--- config.mk ---
export PLATFORM = sky130hd
export DESIGN_NAME = gfba_ctrl
export DESIGN_NICKNAME = d
export VERILOG_FILES = /design/src/rtl/gfba_pkg.sv /design/src/rtl/gfba_ctrl.sv
export SDC_FILE = /design/constraint.sdc
export NUM_CORES = 1
export LEC_CHECK = 0
export ABC_CLOCK_PERIOD_IN_PS = 2000
export BUFFER_PORTS_ARGS = -buffer_cell sky130_fd_sc_hd__buf_4
export CORE_UTILIZATION = 25
export CTS_CLUSTER_DIAMETER = 100
export DETAILED_ROUTE_END_ITERATION = 12
export GPL_ROUTABILITY_DRIVEN = 1
export PLACE_DENSITY_LB_ADDON = 0.1
export REMOVE_ABC_BUFFERS = 1
export SETUP_SLACK_MARGIN = 0.2
export SYNTH_ARGS = -nofsm -noshare
export SYNTH_HDL_FRONTEND = slang
export SYNTH_SLANG_ARGS = --single-unit
export TNS_END_PERCENT = 100
--- constraint.sdc ---
create_clock -name clk -period 2 [get_ports clk]
set_clock_uncertainty 0.05 [all_clocks]
set_input_delay 0 -clock clk [delete_from_list [all_inputs] [get_ports clk]]
set_output_delay 0 -clock clk [all_outputs]
set_load 0.02 [all_outputs]
--- src/rtl/gfba_pkg.sv ---
// Shared constants, codes and types of the grouped free-block allocator.
// No dependencies; used by gfba_ctrl, gfba_dp and the top level.
package gfba_pkg;

  localparam int GROUP_SIZE  = 128;
  localparam int MAX_GROUPS  = 64;
  localparam int BLOCK_BITS  = 24;

  localparam int STORE_DEPTH = MAX_GROUPS * GROUP_SIZE;
  localparam int IDX_W       = $clog2(GROUP_SIZE);
  localparam int CNT_W       = $clog2(GROUP_SIZE + 1);
  localparam int GP_W        = (MAX_GROUPS > 1) ? $clog2(MAX_GROUPS + 1) : 1;
  localparam int GIDX_W      = (MAX_GROUPS > 1) ? $clog2(MAX_GROUPS) : 1;
  localparam int SA_W        = $clog2(STORE_DEPTH);
  localparam int STATUS_W    = 2;
  localparam int SCOUNT_W    = 8;

  localparam logic [STATUS_W-1:0] STATUS_OK         = 2'd0;
  localparam logic [STATUS_W-1:0] STATUS_NO_SPACE   = 2'd1;
  localparam logic [STATUS_W-1:0] STATUS_STORE_FULL = 2'd2;

  localparam logic OP_ALLOC = 1'b0;
  localparam logic OP_FREE  = 1'b1;

  typedef logic [3:0] act_t;

  localparam act_t ACT_NONE        = 4'd0;
  localparam act_t ACT_ALLOC_EMPTY = 4'd1;
  localparam act_t ACT_ALLOC_SENT  = 4'd2;
  localparam act_t ACT_ALLOC_POP   = 4'd3;
  localparam act_t ACT_GRAB        = 4'd4;
  localparam act_t ACT_FREE_ZERO   = 4'd5;
  localparam act_t ACT_FREE_FULL   = 4'd6;
  localparam act_t ACT_SEED        = 4'd7;
  localparam act_t ACT_FREE_PUSH   = 4'd8;
  localparam act_t ACT_SPILL_START = 4'd9;
  localparam act_t ACT_SPILL_STEP  = 4'd10;
  localparam act_t ACT_SPILL_END   = 4'd11;
  localparam act_t ACT_REFILL_STEP = 4'd12;
  localparam act_t ACT_REFILL_END  = 4'd13;

  typedef struct packed {
    act_t act;
    logic capture;
  } gfba_cmd_t;

  typedef struct packed {
    logic is_free;
    logic blk_zero;
    logic count_zero;
    logic count_one;
    logic count_full;
    logic gp_zero;
    logic gp_full;
    logic top_zero;
    logic sweep_done;
  } gfba_stat_t;

endpackage

--- src/rtl/gfba_ctrl.sv ---
// Controller of the grouped free-block allocator: request handshake,
// sequencing of spill and refill sweeps, result valid. Depends on gfba_pkg.
module gfba_ctrl (
  input  logic                 clk,
  input  logic                 rst_n,
  input  logic                 in_valid,
  output logic                 in_stall,
  output logic                 out_valid,
  input  logic                 out_stall,
  input  gfba_pkg::gfba_stat_t stat,
  output gfba_pkg::gfba_cmd_t  cmd
);

  localparam logic [2:0] ST_IDLE   = 3'd0;
  localparam logic [2:0] ST_EXEC   = 3'd1;
  localparam logic [2:0] ST_SPILL  = 3'd2;
  localparam logic [2:0] ST_SPUSH  = 3'd3;
  localparam logic [2:0] ST_REFILL = 3'd4;
  localparam logic [2:0] ST_RFIN   = 3'd5;

  logic [2:0] state_r, state_nxt;
  logic       out_valid_r, out_valid_nxt;
  logic       out_free;
  logic       emit;

  assign out_free = !out_valid_r || !out_stall;

  always_comb begin
    state_nxt   = state_r;
    cmd.act     = gfba_pkg::ACT_NONE;
    cmd.capture = 1'b0;
    emit        = 1'b0;
    case (state_r)
      ST_IDLE: begin
        if (in_valid) begin
          cmd.capture = 1'b1;
          state_nxt   = ST_EXEC;
        end
      end
      ST_EXEC: begin
        if (!stat.is_free) begin
          if (stat.count_zero) begin
            if (out_free) begin
              cmd.act   = gfba_pkg::ACT_ALLOC_EMPTY;
              emit      = 1'b1;
              state_nxt = ST_IDLE;
            end
          end else if (stat.top_zero) begin
            if (out_free) begin
              cmd.act   = gfba_pkg::ACT_ALLOC_SENT;
              emit      = 1'b1;
              state_nxt = ST_IDLE;
            end
          end else if (stat.count_one && !stat.gp_zero) begin
            cmd.act   = gfba_pkg::ACT_GRAB;
            state_nxt = ST_REFILL;
          end else if (out_free) begin
            cmd.act   = gfba_pkg::ACT_ALLOC_POP;
            emit      = 1'b1;
            state_nxt = ST_IDLE;
          end
        end else begin
          if (stat.blk_zero) begin
            if (out_free) begin
              cmd.act   = gfba_pkg::ACT_FREE_ZERO;
              emit      = 1'b1;
              state_nxt = ST_IDLE;
            end
          end else if (stat.count_full && stat.gp_full) begin
            if (out_free) begin
              cmd.act   = gfba_pkg::ACT_FREE_FULL;
              emit      = 1'b1;
              state_nxt = ST_IDLE;
            end
          end else if (stat.count_zero) begin
            // lay down the end sentinel, then push on the next pass
            cmd.act = gfba_pkg::ACT_SEED;
          end else if (stat.count_full) begin
            cmd.act   = gfba_pkg::ACT_SPILL_START;
            state_nxt = ST_SPILL;
          end else if (out_free) begin
            cmd.act   = gfba_pkg::ACT_FREE_PUSH;
            emit      = 1'b1;
            state_nxt = ST_IDLE;
          end
        end
      end
      ST_SPILL: begin
        if (stat.sweep_done) begin
          cmd.act   = gfba_pkg::ACT_SPILL_END;
          state_nxt = ST_SPUSH;
        end else begin
          cmd.act = gfba_pkg::ACT_SPILL_STEP;
        end
      end
      ST_SPUSH: begin
        if (out_free) begin
          cmd.act   = gfba_pkg::ACT_FREE_PUSH;
          emit      = 1'b1;
          state_nxt = ST_IDLE;
        end
      end
      ST_REFILL: begin
        if (stat.sweep_done) begin
          state_nxt = ST_RFIN;
        end else begin
          cmd.act = gfba_pkg::ACT_REFILL_STEP;
        end
      end
      ST_RFIN: begin
        if (out_free) begin
          cmd.act   = gfba_pkg::ACT_REFILL_END;
          emit      = 1'b1;
          state_nxt = ST_IDLE;
        end
      end
      default: begin
        state_nxt = ST_IDLE;
      end
    endcase
  end

  assign out_valid_nxt = emit | (out_valid_r & out_stall);

  always_ff @(posedge clk) begin
    if (!rst_n) begin
      state_r     <= ST_IDLE;
      out_valid_r <= 1'b0;
    end else begin
      state_r     <= state_nxt;
      out_valid_r <= out_valid_nxt;
    end
  end

  assign in_stall  = (state_r != ST_IDLE);
  assign out_valid = out_valid_r;

endmodule

==> summary.txt, run 1 <==
Outcome
  – Outcome: completed

Clocking
  – TritonCTS Buffers: 3
  – Clock Tree Root: clkbuf_4
  – Reg clk slew, reported paths: roughly 0.04 ns
  – Sink Count: 4
  – CTS Hold Buffers Added: 1
  – Clk_lat worst skew: 0.23 ns
  – CTS tree: yes
  – H-Tree Depth: 1
  – Postcts setup bufs: 0
  – Clk buf depth: 2
  – Post-CTS resize count: 0

Floorplanning
  – Core area: between 2000 and 2500 µm²
  – Die X: about 49 µm
  – Total die area: around 2400 µm²
  – I/O pin count: 20
  – Row cnt: 16
  – Initial Util: between 20% and 30%
  – Die height: approximately 50 µm

Power
  – Pwr per Cell Area: 429.7 nW/µm²
  – Sequential power share: between 20% and 30%
  – Power share of the clock group: 31.7%
  – LEAKAGE: around 0.29 nW
  – VDD IR max: about 0.17 mV
  – Total internal power: about 0.21 mW
  – P_sw: between 0.1 and 0.15 mW
  – Logic pwr share: between 30% and 40%
  – Sw Share: between 30% and 40%

Worst setup path
  – Crit end category: primary output
  – CP bufs+invs: 2
  – Slowest CP cell: dfxtp_1
  – Slowest stage delay, CP: ~0.65 ns
  – Req. time, crit path: 1.95 ns
  – Crit-path cells: inv_1 > nand2_1 > o22ai_1 > a32o_1 > buf_4
  – CP max FO: 15
  – CP Class: reg2out
  – Cell family with most CP delay: flip-flops
  – Critical path arrival: about 1.7 ns
  – Type of origin of the critical path: register
  – Flop-to-flop setup slack: approximately 0.46 ns

Job
  – Max-capacitance violation count: 0

Logic synthesis
  – Post-synthesis area per instance: 7.408 µm²
  – Synth Register Bits: 4
  – Number of synthesized flops with an enable pin: 0
  – Cell variety after synth: 39
  – Mapped cell area: ~560 µm²
  – Most frequent cell after synthesis: nand2_1
  – Synth top area share: 14.22%
  – Synth area leaders: dfxtp_1 (14%), nand2_1 (6.0%), o21ai_0 (5.3%)
  – Synth Flop Type: dfxtp_1
  – Register area share after synthesis: 14.22%
  – Commonest cells in the netlist: nand2_1 (9), nor2_1 (8), o21ai_0 (6)
  – Mapped Cells: 76
  – Yosys Warn Count: 0
  – Synth area leader: dfxtp_1
  – Post-synth ARST share: 0%

Placement
  – Port Buffers: 19
  – DPL Wire Length: roughly 1.2 mm
  – Placer Congestion: between 0.8 and 0.9
  – DP Area: just over 700 µm²

Routing
  – Top Metal Used: met4
  – Post-route ant nets: 0
  – Post-Route WL: between 1.5 and 2 mm
  – Wl on met1: about 790 µm
  – Wire per inst: around 13 µm
  – Met2 wire len: around 710 µm
  – DRC: 0
  – Metal3 WL: around 62 µm
  – DR vias/cell: 5.528
  – Router iterations before antenna repair: 4
  – Total number of vias: 680
  – Iter 0 DRT Violations: 23

STA
  – Tmin final: approximately 1.7 ns
  – Fin. Hold Viols: 0
  – RSZ-0062 raised after global routing: false
  – Count of final max-slew check failures: 0
  – Fmax: between 0.5 and 0.6 GHz
  – Worst-Margin Slew: approximately 0.53 ns
  – Relative max-transition margin: 64.48%
  – Total negative setup slack: 0 ns
  – Hold Slack: between 0.07 and 0.08 ns
  – Setup-failing EPs final: 0
  – Fin crit share: a little under nine tenths

Finish
  – Number of fill cells: between 200 and 250
  – N_diodes: 0
  – Nets: ~110
  – Register area: approximately 80 µm²
  – P&R area growth vs syn: 31.78%
  – Layout cells sized above 1: around a third
  – Post-route cell area: ~740 µm²
  – Multi-input gate area: 445.4 µm²

Min path
  – Min-delay worst type: in2reg

Global routing
  – Initial antenna violation count: 0
  – Global-route wire length before repair: 2.401 mm
  – Pin count of the biggest net entering global routing: 18
  – Vias in the first global route: 543
  – Global Route Usage Sum: 12.55%
  – Total grt overflow: 0
through the flow:
step	total power, mW	instances	utilization [%]	worst slack, ns
global route	0.3386	123	36.34	0.2016
finish	0.3188	123	36.34	0.2917
global placement	0.2186	119	34.74	0.4801
detailed placement	0.2168	119	34.74	0.4784
CTS	0.3259	123	36.34	0.3030
floorplan	0.1618	73	-	0.5686
layout by cell type (no fill, tap or decap):
| cell type | instances |
|---|---|
| nand2_1 | 9 |
| clkbuf_4 | 3 |
| dfxtp_1 | 4 |
| o21ai_1 | 1 |
| nand4_2 | 1 |
| nor4_1 | 1 |
| nand2b_1 | 2 |
| o21a_1 | 1 |
| buf_4 | 19 |
| o31ai_1 | 2 |
| a22o_1 | 1 |
| a31oi_1 | 2 |
| dlygate4sd3_1 | 1 |
| o21ai_0 | 6 |
| nand4b_1 | 1 |
| a22oi_1 | 1 |
| nand4_1 | 1 |
| nand2_2 | 1 |
| a21oi_1 | 4 |
| a211o_2 | 1 |
| o211ai_1 | 1 |
| nor3b_2 | 2 |
| and4bb_2 | 1 |
| and2b_2 | 1 |
| nor2_1 | 8 |
| and3_1 | 2 |
| a311o_1 | 1 |
| inv_2 | 1 |
| nor2b_1 | 1 |
| ha_1 | 1 |
| a32o_1 | 1 |
| or4_1 | 1 |
| mux2i_1 | 1 |
| o22ai_1 | 3 |
| o2111ai_1 | 2 |
| a21boi_0 | 1 |
| inv_1 | 1 |
| mux2_2 | 2 |
| o32ai_1 | 2 |
| and2_1 | 1 |
final timing paths:
check	start	end	depth (start not counted)
min	stat[0]	state_r[2]$_SDFFE_PN0P_	4
max reg2reg	state_r[1]$_SDFFE_PN0P_	state_r[0]$_SDFFE_PN0P_	4
min reg2reg	out_valid$_SDFF_PN0_	out_valid$_SDFF_PN0_	2
max	state_r[2]$_SDFFE_PN0P_	cmd[1]	5
metal layers:
layer	global-route usage, %	vias to the layer above
met1	18.15	317
met5	0	-
met4	8.095	0
met2	17.12	18
met3	1.543	4
li1	-	341
tightest hold or removal path, delay by kind of cell:
family          cells  cell delay (ns)
compound gates      1             0.07
simple gates        2             0.13
buf+inv             1             0.10
kinds of logic after synthesis:
logic type                 Yosys count  synth area share (%)
AOI/OAI and AO/OA                   30                 36.45
adders and majority gates            1                 2.222
buffers and inverters                5                 6.666
DFF                                  4                 14.22
muxes                                3                 5.778
and+or+nand+nor                     33                 34.67
state kept, by name, summed over array words and instances (netlist names):
name and cells:
state_r 3, out_valid 1
power groups by stage:
| stage | logic, mW | clock network, mW | registers, mW |
|---|---|---|---|
| finish | 0.125 | 0.101 | 0.0929 |
| global route | 0.136 | 0.109 | 0.0939 |
| CTS | 0.125 | 0.108 | 0.0929 |
| detailed placement | 0.123 | 0 | 0.0941 |
| global placement | 0.124 | 0 | 0.0943 |
| floorplan | 0.0677 | 0 | 0.0941 |
area by class of cell:
cell class,count,area share [%]
multi-input combinational,67,60.03
timing repair buffer,20,20.57
sequential,4,10.79
tap,27,4.553
clock buffer,3,3.035
inverter,2,1.012
(Power assumes the default switching activity.)
==> run 2, diff against run 1 <==
- GPL_TIMING_DRIVEN: unset -> 0
- HOLD_SLACK_MARGIN: unset -> 0.15
==> summary.txt, run 2 (same netlist as run 1, synthesis figures left out) <==
Min path
  – WHS Path Cells: 4 (unchanged)
  – WHS Endpoint: state_r[2]$_SDFFE_PN0P_
  – Min-delay worst type: in2reg
  – Hold path start: stat[6]

Worst setup path
  – Reg2reg path depth: 3 (-1)
  – CP Class: reg2reg
  – Flop-to-flop setup slack: 0.29 ns (-0.17 ns)
  – Crit end category: register
  – Type of origin of the critical path: register
  – Req. time, crit path: 2.07 ns (+0.12 ns)
  – Critical path arrival: 1.78 ns (+0.12 ns)
  – Critical R2R Capture: out_valid$_SDFF_PN0_
  – CP max FO: 17 (+2)
  – R2R Path Start: state_r[1]$_SDFFE_PN0P_

Job
  – Max-capacitance violation count: 0 (unchanged)

Global routing
  – Pin count of the biggest net entering global routing: 18 (unchanged)
  – Initial antenna violation count: 0 (unchanged)
  – Vias in the first global route: 585 (+7.7%)
  – Global-route wire length before repair: 2.573 mm (+7.2%)
  – Total grt overflow: 0 (unchanged)
  – Global Route Usage Sum: 13.25% (+0.70 points)

Routing
  – Total number of vias: 662 (-2.6%)
  – Post-Route WL: 1.586 mm (+0.63%)
  – DRC: 0 (unchanged)
  – Wire per inst: 12.59 µm (-1.8%)
  – Post-route ant nets: 0 (unchanged)
  – Iter 0 DRT Violations: 15 (-35%)
  – DR vias/cell: 5.254 (-5.0%)
  – Router iterations before antenna repair: 4 (unchanged)

Floorplanning
  – Die height: 49.46 µm (unchanged)
  – I/O pin count: 20 (unchanged)
  – Total die area: 2446 µm² (unchanged)
  – Core area: 2042 µm² (unchanged)
  – Initial Util: 27.57% (unchanged)
  – Row cnt: 16 (unchanged)
  – Die X: 49.46 µm (unchanged)

STA
  – Setup-failing EPs final: 0 (unchanged)
  – RSZ-0062 raised after global routing: false
  – Relative max-transition margin: 64.52% (about the same)
  – Fin crit share: 85.74% (+0.33 points)
  – Fin. Hold Viols: 0 (unchanged)
  – Worst-Margin Slew: 0.5315 ns (-0.0005577 ns)
  – Fmax: 0.5832 GHz (-0.38%)
  – Total negative setup slack: 0 ns (unchanged)
  – Tmin final: 1.715 ns (+0.006553 ns)
  – Count of final max-slew check failures: 0 (unchanged)

Finish
  – Largest register FFs: 3 (unchanged)
  – N_diodes: 0 (unchanged)
  – Reg with most FFs: state_r
  – Commonest cells after routing, fill and taps aside: buf_4 (19), nand2_1 (9), nor2_1 (8)
  – Layout cells sized above 1: 34.34% (+1.0 points)
  – Nets: 115 (+2.7%)
  – P&R area growth vs syn: 37.56%
  – Post-Route Utilization: 37.93% (+1.6 points)
  – Commonest non-fill, non-tap cell in the layout: buf_4

Clocking
  – Clk buf depth: 2 (unchanged)
  – CTS tree: yes
  – TritonCTS Buffers: 3 (unchanged)
  – H-Tree Depth: 1 (unchanged)
  – Clock Tree Root: clkbuf_4
  – Sink Count: 4 (unchanged)
  – Clk_lat worst skew: 0.23 ns (about the same)
  – Reg clk slew, reported paths: 0.04 ns (about the same)
  – Postcts setup bufs: 0 (unchanged)

Power
  – VDD IR max: 0.1799 mV (+5.5%)
  – LEAKAGE: 0.3098 nW (+5.2%)
  – Pwr per Cell Area: 417.2 nW/µm² (-2.9%)

Placement
  – Placer Congestion: 0.7944 (-1.2%)
  – DPL Wire Length: 1.205 mm (+1.2%)
  – Port Buffers: 19 (unchanged)

Outcome
  – Outcome: completed
-- run 2: cell types whose count changed in the layout (fill, tap and decap cells not counted), sizes merged --
cell / before / now
dlygate4sd3: 1 / 4
-- run 2: routing by layer --
| layer | up-vias | wire (µm) | track usage, % |
|---|---|---|---|
| met4 | 0 | 9 | 7.619 |
| li1 | 345 | - | - |
| met1 | 300 | 844 | 18.85 |
| met3 | 2 | 66 | 1.543 |
| met5 | - | 0 | 0 |
| met2 | 15 | 665 | 18.95 |
-- run 2: per-stage QoR --
stage	setup slack (ns)	area, µm²	cells	total power [mW]	hold slack, ns
after global placement	0.4320	709.4	119	0.2192	0.2238
final	0.2852	774.5	126	0.3232	0.2074
after CTS	0.3019	772.0	126	0.3316	0.2056
after global routing	0.2194	774.5	126	0.3473	0.2463
after detailed placement	0.4667	709.4	119	0.2170	0.2298
after floorplan	0.5686	533.0	73	0.1618	0.08831
-- run 2: timing repair --
item	in CTS	in global routing
hold buffers	4	0
endpoints found under the hold margin	4	0
setup endpoints to repair	0	2
resized for setup	0	2
-- run 2: worst max path at each step --
| stage | end | from | cells past startpoint | slack (ns) |
|---|---|---|---|---|
| finish | out_valid$_SDFF_PN0_ | state_r[1]$_SDFFE_PN0P_ | 3 | 0.29 |
| global route | out_valid$_SDFF_PN0_ | state_r[1]$_SDFFE_PN0P_ | 4 | 0.22 |
| detailed placement | state_r[0]$_SDFFE_PN0P_ | state_r[1]$_SDFFE_PN0P_ | 4 | 0.47 |
| floorplan | state_r[0]$_SDFFE_PN0P_ | state_r[1]$_SDFFE_PN0P_ | 4 | 0.57 |
| CTS | out_valid$_SDFF_PN0_ | state_r[2]$_SDFFE_PN0P_ | 4 | 0.30 |
| global placement | state_r[1]$_SDFFE_PN0P_ | state_r[2]$_SDFFE_PN0P_ | 4 | 0.43 |
-- run 2: critical path, cell delays in order (launching register included) --
cell	delay, ns
dfxtp_1	0.46
nor2_1	0.40
a31oi_1	0.12
dlygate4sd3_1	0.57
-- run 2: report_power, final --
group          switching [mW]  leakage (nW)  internal, mW
Clock                  0.0330        0.0138        0.0671
Sequential            0.00862        0.0334        0.0849
Combinational          0.0655         0.263        0.0640
-- run 2: final cells by class --
class / count / area, µm²
flip-flops and latches: 4 / 82.58
clock buffers: 3 / 22.52
repair buffers: 23 / 182.7
multi-input cells: 67 / 445.4
inverters: 2 / 7.507
fillers: 228 / 1267
well taps: 27 / 33.78
